### src/design/xsr_pkg.sv
package xsr_pkg;

  localparam int unsigned WordW = 64;
  localparam int unsigned FracW = 53;
  localparam int unsigned PctW  = 7;
  localparam int unsigned ActW  = 3;

  localparam logic [WordW-1:0] SeedReset     = 64'd20260705;
  localparam logic [WordW-1:0] ZeroSeedSubst = 64'h9E3779B97F4A7C15;
  localparam logic [WordW-1:0] ScrambleMult  = 64'h2545F4914F6CDD1D;
  localparam int unsigned      ShiftA        = 12;
  localparam int unsigned      ShiftB        = 25;
  localparam int unsigned      ShiftC        = 27;
  localparam logic [PctW-1:0]  PercentMax    = 7'd100;

  localparam int unsigned WarmupSteps = 4;
  localparam int unsigned MulPhases   = 3;
  localparam int unsigned DivSteps    = WordW;
  localparam int unsigned CntW        = $clog2(DivSteps);

  typedef enum logic [ActW-1:0] {
    ACT_RAW     = 3'd0,
    ACT_BELOW   = 3'd1,
    ACT_ROLL    = 3'd2,
    ACT_CHANCE  = 3'd3,
    ACT_FRAC    = 3'd4,
    ACT_RESTART = 3'd5
  } action_t;

  typedef enum logic [2:0] {
    S_LOAD,
    S_WARM,
    S_IDLE,
    S_DECODE,
    S_STEP,
    S_MUL,
    S_DIVINIT,
    S_DIV
  } state_t;

  typedef struct packed {
    logic [ActW-1:0]         action;
    logic signed [WordW-1:0] bound;
    logic signed [WordW-1:0] range_low;
    logic signed [WordW-1:0] range_high;
    logic [PctW-1:0]         percent;
  } in_item_t;

  typedef struct packed {
    logic [WordW-1:0]        raw_word;
    logic signed [WordW-1:0] int_result;
    logic                    hit;
    logic [FracW-1:0]        fraction;
  } out_item_t;

  typedef struct packed {
    logic       load_item;
    logic       load_seed;
    logic       do_step;
    logic       mul_en;
    logic [1:0] mul_phase;
    logic       div_init;
    logic       div_en;
    logic       out_load;
  } cmd_t;

  typedef struct packed {
    logic [ActW-1:0] action;
    logic            skip;
  } status_t;

  function automatic logic [WordW-1:0] xs_step(input logic [WordW-1:0] s);
    logic [WordW-1:0] x;
    x = s;
    x = x ^ (x >> ShiftA);
    x = x ^ (x << ShiftB);
    x = x ^ (x >> ShiftC);
    return x;
  endfunction

endpackage

### src/design/xsr_ctrl.sv
module xsr_ctrl (
  input  logic             clk,
  input  logic             rst,
  input  logic             in_valid,
  output logic             in_ready,
  output logic             out_valid,
  input  logic             out_ready,
  input  xsr_pkg::status_t status,
  output xsr_pkg::cmd_t    cmd
);

  localparam logic [xsr_pkg::CntW-1:0] WarmLast =
    xsr_pkg::CntW'(xsr_pkg::WarmupSteps - 1);
  localparam logic [xsr_pkg::CntW-1:0] MulLast =
    xsr_pkg::CntW'(xsr_pkg::MulPhases - 1);
  localparam logic [xsr_pkg::CntW-1:0] DivLast =
    xsr_pkg::CntW'(xsr_pkg::DivSteps - 1);

  xsr_pkg::state_t state, state_next;
  logic [xsr_pkg::CntW-1:0] cnt, cnt_next;
  logic done, done_next;
  logic slot_free;
  logic needs_div;

  assign slot_free = !out_valid || out_ready;
  assign needs_div = (status.action == xsr_pkg::ACT_BELOW) ||
                     (status.action == xsr_pkg::ACT_ROLL) ||
                     (status.action == xsr_pkg::ACT_CHANCE);

  always_ff @(posedge clk) begin
    if (rst) begin
      state     <= xsr_pkg::S_LOAD;
      cnt       <= '0;
      done      <= 1'b0;
      out_valid <= 1'b0;
    end else begin
      state <= state_next;
      cnt   <= cnt_next;
      done  <= done_next;
      if (cmd.out_load) begin
        out_valid <= 1'b1;
      end else if (out_ready) begin
        out_valid <= 1'b0;
      end
    end
  end

  always_comb begin
    state_next    = state;
    cnt_next      = cnt;
    done_next     = done;
    in_ready      = 1'b0;
    cmd           = '0;
    cmd.mul_phase = cnt[1:0];
    // a finished result waits here until the output slot frees up
    if (done && slot_free) begin
      cmd.out_load = 1'b1;
      done_next    = 1'b0;
    end
    unique case (state)
      xsr_pkg::S_LOAD: begin
        cmd.load_seed = 1'b1;
        cnt_next      = '0;
        state_next    = xsr_pkg::S_WARM;
      end
      xsr_pkg::S_WARM: begin
        cmd.do_step = 1'b1;
        cnt_next    = cnt + 1'b1;
        if (cnt == WarmLast) begin
          state_next = xsr_pkg::S_IDLE;
        end
      end
      xsr_pkg::S_IDLE: begin
        in_ready = !done;
        if (in_valid && !done) begin
          cmd.load_item = 1'b1;
          state_next    = xsr_pkg::S_DECODE;
        end
      end
      xsr_pkg::S_DECODE: begin
        cnt_next = '0;
        priority case (status.action)
          xsr_pkg::ACT_RAW, xsr_pkg::ACT_FRAC, xsr_pkg::ACT_CHANCE: begin
            state_next = xsr_pkg::S_STEP;
          end
          xsr_pkg::ACT_BELOW, xsr_pkg::ACT_ROLL: begin
            if (status.skip) begin
              done_next  = 1'b1;
              state_next = xsr_pkg::S_IDLE;
            end else begin
              state_next = xsr_pkg::S_STEP;
            end
          end
          xsr_pkg::ACT_RESTART: begin
            state_next = xsr_pkg::S_LOAD;
          end
          default: begin
            state_next = xsr_pkg::S_IDLE;
          end
        endcase
      end
      xsr_pkg::S_STEP: begin
        cmd.do_step = 1'b1;
        cnt_next    = '0;
        state_next  = xsr_pkg::S_MUL;
      end
      xsr_pkg::S_MUL: begin
        cmd.mul_en = 1'b1;
        cnt_next   = cnt + 1'b1;
        if (cnt == MulLast) begin
          if (needs_div) begin
            state_next = xsr_pkg::S_DIVINIT;
          end else begin
            done_next  = 1'b1;
            state_next = xsr_pkg::S_IDLE;
          end
        end
      end
      xsr_pkg::S_DIVINIT: begin
        cmd.div_init = 1'b1;
        cnt_next     = '0;
        state_next   = xsr_pkg::S_DIV;
      end
      xsr_pkg::S_DIV: begin
        cmd.div_en = 1'b1;
        cnt_next   = cnt + 1'b1;
        if (cnt == DivLast) begin
          done_next  = 1'b1;
          state_next = xsr_pkg::S_IDLE;
        end
      end
      default: begin
        state_next = xsr_pkg::S_LOAD;
      end
    endcase
  end

endmodule

### src/design/xsr_dpath.sv
module xsr_dpath (
  input  logic                            clk,
  input  logic                            rst,
  input  logic                            cfg_valid,
  input  logic signed [xsr_pkg::WordW-1:0] cfg_data,
  input  xsr_pkg::in_item_t               in_data,
  input  xsr_pkg::cmd_t                   cmd,
  output xsr_pkg::status_t                status,
  output xsr_pkg::out_item_t              out_data
);

  localparam int unsigned HalfW = xsr_pkg::WordW / 2;

  logic [xsr_pkg::WordW-1:0] seed;
  logic [xsr_pkg::WordW-1:0] gen_state;
  logic [xsr_pkg::WordW-1:0] acc;
  logic [xsr_pkg::WordW-1:0] rem;
  logic [xsr_pkg::WordW-1:0] dvd;
  logic [xsr_pkg::WordW-1:0] divisor;
  logic [xsr_pkg::WordW-1:0] range_low;
  logic [xsr_pkg::PctW-1:0]  pct;
  logic [xsr_pkg::ActW-1:0]  action;
  logic                      skip;

  logic [xsr_pkg::WordW-1:0] span;
  logic                      roll_skip;
  logic [HalfW-1:0]          mul_a, mul_b;
  logic [xsr_pkg::WordW-1:0] prod;
  logic [xsr_pkg::WordW-1:0] rem_sh;
  xsr_pkg::out_item_t        out_data_next;

  assign status.action = action;
  assign status.skip   = skip;

  always_ff @(posedge clk) begin
    if (rst) begin
      seed <= xsr_pkg::SeedReset;
    end else if (cfg_valid) begin
      seed <= cfg_data;
    end
  end

  assign span      = in_data.range_high - in_data.range_low + 1'b1;
  assign roll_skip = ($signed(in_data.range_high) <= $signed(in_data.range_low)) ||
                     (span == '0) || span[xsr_pkg::WordW-1];

  // capture the item and pick the modulus it needs
  always_ff @(posedge clk) begin
    if (cmd.load_item) begin
      action    <= in_data.action;
      range_low <= in_data.range_low;
      pct       <= (in_data.percent > xsr_pkg::PercentMax) ?
                   xsr_pkg::PercentMax : in_data.percent;
      priority case (in_data.action)
        xsr_pkg::ACT_BELOW: begin
          divisor <= in_data.bound;
          skip    <= ($signed(in_data.bound) <= $signed(xsr_pkg::WordW'(0)));
        end
        xsr_pkg::ACT_ROLL: begin
          divisor <= span;
          skip    <= roll_skip;
        end
        default: begin
          divisor <= xsr_pkg::WordW'(xsr_pkg::PercentMax);
          skip    <= 1'b0;
        end
      endcase
    end
  end

  always_ff @(posedge clk) begin
    if (cmd.load_seed) begin
      gen_state <= (seed != '0) ? seed : xsr_pkg::ZeroSeedSubst;
    end else if (cmd.do_step) begin
      gen_state <= xsr_pkg::xs_step(gen_state);
    end
  end

  // low word of state * constant from three 32x32 partial products
  always_comb begin
    unique case (cmd.mul_phase)
      2'd0: begin
        mul_a = gen_state[HalfW-1:0];
        mul_b = xsr_pkg::ScrambleMult[HalfW-1:0];
      end
      2'd1: begin
        mul_a = gen_state[xsr_pkg::WordW-1:HalfW];
        mul_b = xsr_pkg::ScrambleMult[HalfW-1:0];
      end
      default: begin
        mul_a = gen_state[HalfW-1:0];
        mul_b = xsr_pkg::ScrambleMult[xsr_pkg::WordW-1:HalfW];
      end
    endcase
  end

  assign prod = mul_a * mul_b;

  always_ff @(posedge clk) begin
    if (cmd.mul_en) begin
      if (cmd.mul_phase == 2'd0) begin
        acc <= prod;
      end else begin
        acc <= acc + {prod[HalfW-1:0], {HalfW{1'b0}}};
      end
    end
  end

  // restoring remainder, one dividend bit per cycle
  assign rem_sh = {rem[xsr_pkg::WordW-2:0], dvd[xsr_pkg::WordW-1]};

  always_ff @(posedge clk) begin
    if (cmd.div_init) begin
      rem <= '0;
      dvd <= acc;
    end else if (cmd.div_en) begin
      dvd <= {dvd[xsr_pkg::WordW-2:0], 1'b0};
      rem <= (rem_sh >= divisor) ? (rem_sh - divisor) : rem_sh;
    end
  end

  always_comb begin
    out_data_next = '0;
    priority case (action)
      xsr_pkg::ACT_RAW: begin
        out_data_next.raw_word = acc;
      end
      xsr_pkg::ACT_BELOW: begin
        out_data_next.int_result = skip ? '0 : rem;
      end
      xsr_pkg::ACT_ROLL: begin
        out_data_next.int_result = range_low + (skip ? '0 : rem);
      end
      xsr_pkg::ACT_CHANCE: begin
        out_data_next.hit = (rem < xsr_pkg::WordW'(pct));
      end
      xsr_pkg::ACT_FRAC: begin
        out_data_next.fraction =
          acc[xsr_pkg::WordW-1:xsr_pkg::WordW-xsr_pkg::FracW];
      end
      default: begin
        out_data_next = '0;
      end
    endcase
  end

  always_ff @(posedge clk) begin
    if (cmd.out_load) begin
      out_data <= out_data_next;
    end
  end

endmodule

### src/design/xorshift64_star_range_generator.sv
// xorshift64* generator with range helpers. Send one item per request on
// in_valid/in_ready; each item except restart and the unused action codes
// returns one result item on out_valid/out_ready, and unused fields read 0.
// Raw and fraction draws step the state, then form three 32x32 partial
// products through one shared multiplier before the next item is taken.
// Below-bound, roll and chance draws then run the modulo through a
// radix-2 restoring remainder unit, one dividend bit per cycle over all
// 64 dividend bits. A below-bound or roll item that needs no draw returns
// without stepping the state; restart reloads the seed and runs four
// warm-up steps. After reset the block loads the reset seed and warms up
// before in_ready rises. The seed register is written through
// cfg_valid/cfg_ready, which is always ready; write it while idle.
module xorshift64_star_range_generator (
  input  logic                             clk,
  input  logic                             rst,
  input  logic                             in_valid,
  output logic                             in_ready,
  input  xsr_pkg::in_item_t                in_data,
  output logic                             out_valid,
  input  logic                             out_ready,
  output xsr_pkg::out_item_t               out_data,
  input  logic                             cfg_valid,
  output logic                             cfg_ready,
  input  logic signed [xsr_pkg::WordW-1:0] cfg_data
);

  xsr_pkg::cmd_t    cmd;
  xsr_pkg::status_t status;

  // seed writes go straight into a register, so never hold the config channel
  assign cfg_ready = 1'b1;

  xsr_ctrl u_ctrl (
    .clk       (clk),
    .rst       (rst),
    .in_valid  (in_valid),
    .in_ready  (in_ready),
    .out_valid (out_valid),
    .out_ready (out_ready),
    .status    (status),
    .cmd       (cmd)
  );

  xsr_dpath u_dpath (
    .clk       (clk),
    .rst       (rst),
    .cfg_valid (cfg_valid),
    .cfg_data  (cfg_data),
    .in_data   (in_data),
    .cmd       (cmd),
    .status    (status),
    .out_data  (out_data)
  );

`ifndef SYNTHESIS
  // only one datapath unit advances at a time
  a_one_unit: assert property (@(posedge clk) disable iff (rst)
    $onehot0({cmd.load_seed, cmd.do_step, cmd.mul_en, cmd.div_init, cmd.div_en}))
    else $error("more than one datapath unit commanded");

  // drop in_ready for the item just taken
  a_busy_after_accept: assert property (@(posedge clk) disable iff (rst)
    (in_valid && in_ready) |=> !in_ready)
    else $error("in_ready high right after an accepted item");

  // every seed reload is followed by warm-up steps
  a_warm_after_load: assert property (@(posedge clk) disable iff (rst)
    cmd.load_seed |=> cmd.do_step)
    else $error("seed load not followed by a warm-up step");

  // a result is written only into a free output slot
  a_slot_free: assert property (@(posedge clk) disable iff (rst)
    cmd.out_load |-> (!out_valid || out_ready))
    else $error("result loaded over a pending result");
`endif

endmodule

### config.mk
export PLATFORM = sky130hd
export DESIGN_NAME = xorshift64_star_range_generator
export DESIGN_NICKNAME = d
export VERILOG_FILES = /design/src/design/xsr_pkg.sv /design/src/design/xsr_ctrl.sv /design/src/design/xsr_dpath.sv /design/src/design/xorshift64_star_range_generator.sv
export SDC_FILE = /design/constraint.sdc
export NUM_CORES = 2
export LEC_CHECK = 0
export BUFFER_PORTS_ARGS = -buffer_cell sky130_fd_sc_hd__buf_2
export CORE_MARGIN = 1
export CORE_UTILIZATION = 45
export CTS_CLUSTER_DIAMETER = 80
export CTS_CLUSTER_SIZE = 24
export DETAILED_ROUTE_END_ITERATION = 10
export GPL_TIMING_DRIVEN = 0
export SLEW_MARGIN = 20
export SYNTH_ARGS = -nofsm -noshare
export SYNTH_HDL_FRONTEND = slang
export SYNTH_HIERARCHICAL = 1
export SYNTH_SLANG_ARGS = --single-unit
### constraint.sdc
create_clock -name clk -period 24 [get_ports clk]
set_input_delay 1.2 -clock clk [delete_from_list [all_inputs] [get_ports clk]]
set_output_delay 1.2 -clock clk [all_outputs]
set_load 0.1 [all_outputs]
==> summary.txt <==
Floorplan
  • Row cnt: 140
  • Die Wd: ~390 µm
  • Height of the chip: ~390 µm
  • Initial Util: 0.454
  • Core box area: approximately 150000 µm²
  • Total Die Area: 149000 µm²
  • Top-level I/O count: approximately 460

Synth
  • Flops & latches, synth: between 600 and 700
  • Post-Syn Area: between 60000 and 70000 µm²
  • Synth Instances: 6734
  • Asr flop ratio synth: 0
  • Number of synthesized flops with an enable pin: between 500 and 600
  • YS warnings: 6
  • Mean Syn Cell Area: roughly 10 µm²
  • Unique masters post-synth: 99
  • Synth Flop Type: edfxtp_1
  • Register area share after synthesis: 0.275

Detailed routing
  • Remaining DRCs: 0
  • Initial DRC Count: ~4600
  • ANT nets after route: 0
  • Vias/cell: roughly 5.7
  • WL final: roughly 240000 µm
  • WL/cell: 25.9 µm
  • DRT Pass-1 Iters: 7
  • Vias: roughly 53000

STA
  • Final period util: 0.512
  • Final setup violation count: 0
  • Final hold viol count: 0
  • RSZ-0062 raised after global routing: no
  • Max Clk Rate: 0.0814 GHz
  • Final worst slack: between 10000 and 15000 ps
  • Setup tns final: 0 ps
  • Final slew viol count: 0
  • Clock Skews: about 51 ps
  • Slew @ Worst Pin: 1160 ps
  • Normalized max-slew margin: 0.221
  • Period minus WS final: roughly 12000 ps

Setup path
  • Setup Crit Path Kind: register to register
  • Critical path startpoint: u_ctrl/cnt[1]
  • Worst path bufs/invs: 11
  • Crit. End Element: register
  • CP dominant cell by count: fa_1
  • R2r startpoint: u_ctrl/cnt[1]
  • Worst setup SP type: register
  • CP arrival: between 10000 and 15000 ps
  • Critical path data required time: approximately 24000 ps
  • Top delay family on crit path: adder cells
  • CP Max Fanout: 10
  • CP max-delay cell: mux2i_1
  • Crit-path max cell delay: 930 ps

Final layout
  • Final std cells w/o fill: between 9000 and 10000
  • Layout cells sized above 1: 0.103
  • Area Growth Syn to Fin: 10.6%
  • Nets@finish: 8884
  • Post-route cell area: 73100 µm²

CTS
  • Cts hold-fix bufs: 0
  • TritonCTS clock tree: built
  • Post-CTS setup buffers: 0
  • Worst-skew pair later-pin latency: around 700 ps
  • Num CTS Buffers: between 40 and 50
  • Root buffer cell: clkbuf_16
  • Post-CTS Resized: 0
  • H-tree depth: 2
  • Clock Path Buffers: 3
  • CTS clk-pin slew, worst paths: around 100 ps
  • CTS Sinks: approximately 650

Global route
  • Overflow after GRT: 0
  • GR peak layer: met2
  • GR Util met2: 0.515
  • Largest net degree at the start of global routing: between 50 and 60
  • First-pass GRT wire length: 347000 µm
  • Initial antenna violation count: 31
  • Vias in the first global route: about 53000
  • Grt met3 use: 0.0395
  • Tot GR Track Use: 0.320
  • Grt met1 use: 0.421

Place
  • Pre-CTS WS: ~12000 ps
  • RD Place Congestion: 1.03
  • Dpl cell area: about 71000 µm²
  • Count of input and output buffers: between 400 and 500
  • Inst Count DP: 9154
  • DP Wirelength: about 200000 µm

Run status
  • Status: finished, final reports clean

Min path
  • Worst hold path class: register to register
  • Hold Crit Start: u_dpath/dvd[37]

Flow run
  • Max-Cap Viols: 0
==> layout by cell type, fill, tap and decap left out, types with 253 or more instances in the layout <==
cell type  synthesis  routed
fa_1             610     610
xnor2_1          253     253
o21ai_0          323     323
ha_1             716     716
nand2_1          378     378
buf_2             10     464
a21oi_1          394     394
nor2_1           394     386
edfxtp_1         513     513
inv_1           1046    1046
==> through the flow <==
step	hold slack, ps	utilization
after floorplan	471	-
after global placement	504	0.487
after detailed placement	512	0.489
after CTS	515	0.501
after global routing	524	0.502
final	527	0.502
==> synth_stat cells (68+ instances only) <==
library cell | count | area (µm²)
a211oi_1 | 68 | 510
a21o_1 | 142 | 1070
a21oi_1 | 394 | 1970
and2_1 | 171 | 1070
clkbuf_1 | 187 | 702
dfxtp_1 | 139 | 2780
edfxtp_1 | 513 | 15400
fa_1 | 610 | 12200
ha_1 | 716 | 8960
inv_1 | 1046 | 3930
mux2_2 | 91 | 1020
mux2i_1 | 106 | 1060
nand2_1 | 378 | 1420
nand4_1 | 72 | 450
nor2_1 | 394 | 1480
nor2b_1 | 130 | 813
o21ai_0 | 323 | 1620
xnor2_1 | 253 | 2220
xor2_1 | 143 | 1250
==> cell families after synthesis <==
| logic type | synth area share |
|---|---|
| adders and majority gates | 0.320 |
| and+or+nand+nor | 0.117 |
| DFF | 0.275 |
| muxes | 0.0318 |
| AOI/OAI and AO/OA | 0.131 |
| other | 0.000114 |
| xor gates and xnor gates | 0.0524 |
| buffers and inverters | 0.0724 |
==> registers in the layout, indices dropped and copies added (netlist names) <==
name	flops
u_dpath/acc	64
u_dpath/dvd	64
u_dpath/divisor	64
u_dpath/range_low	64
u_dpath/skip	1
u_ctrl/done	1
u_dpath/rem	64
u_dpath/seed	64
u_dpath/pct	7
u_dpath/out_data	182
u_ctrl/cnt	6
u_dpath/action	3
u_dpath/gen_state	64
u_ctrl/out_valid	1
u_ctrl/state	3
==> worst paths after layout <==
path,cells after the start,endpoint,slack (ps)
worst min-delay path,1,u_dpath/dvd[38],530
worst max-delay path,37,u_dpath/acc[60],11710
worst min register to register,1,u_dpath/dvd[38],530
worst max register to register,37,u_dpath/acc[60],11710
==> area by class of cell <==
cell class / instances / area, µm²
Fill cell: 13700 / 72600
Multi-Input combinational cell: 4854 / 43400
Sequential cell: 652 / 18200
Inverter: 1048 / 3940
Timing Repair Buffer: 470 / 2600
Tap cell: 1917 / 2400
Clock buffer: 52 / 1250
Buffer: 213 / 858
Clock inverter: 35 / 484
Antenna cell: 15 / 37.5
==> per-layer routing <==
layer  share of wire  up-vias
li1                -    24000
met2            0.46     2181
met3           0.069      530
met1            0.41    25900
met5         0.00011        -
met4           0.062        4
Power is not shown: default switching activity piles up to over one toggle a cycle in this logic, so the estimate is an artifact.
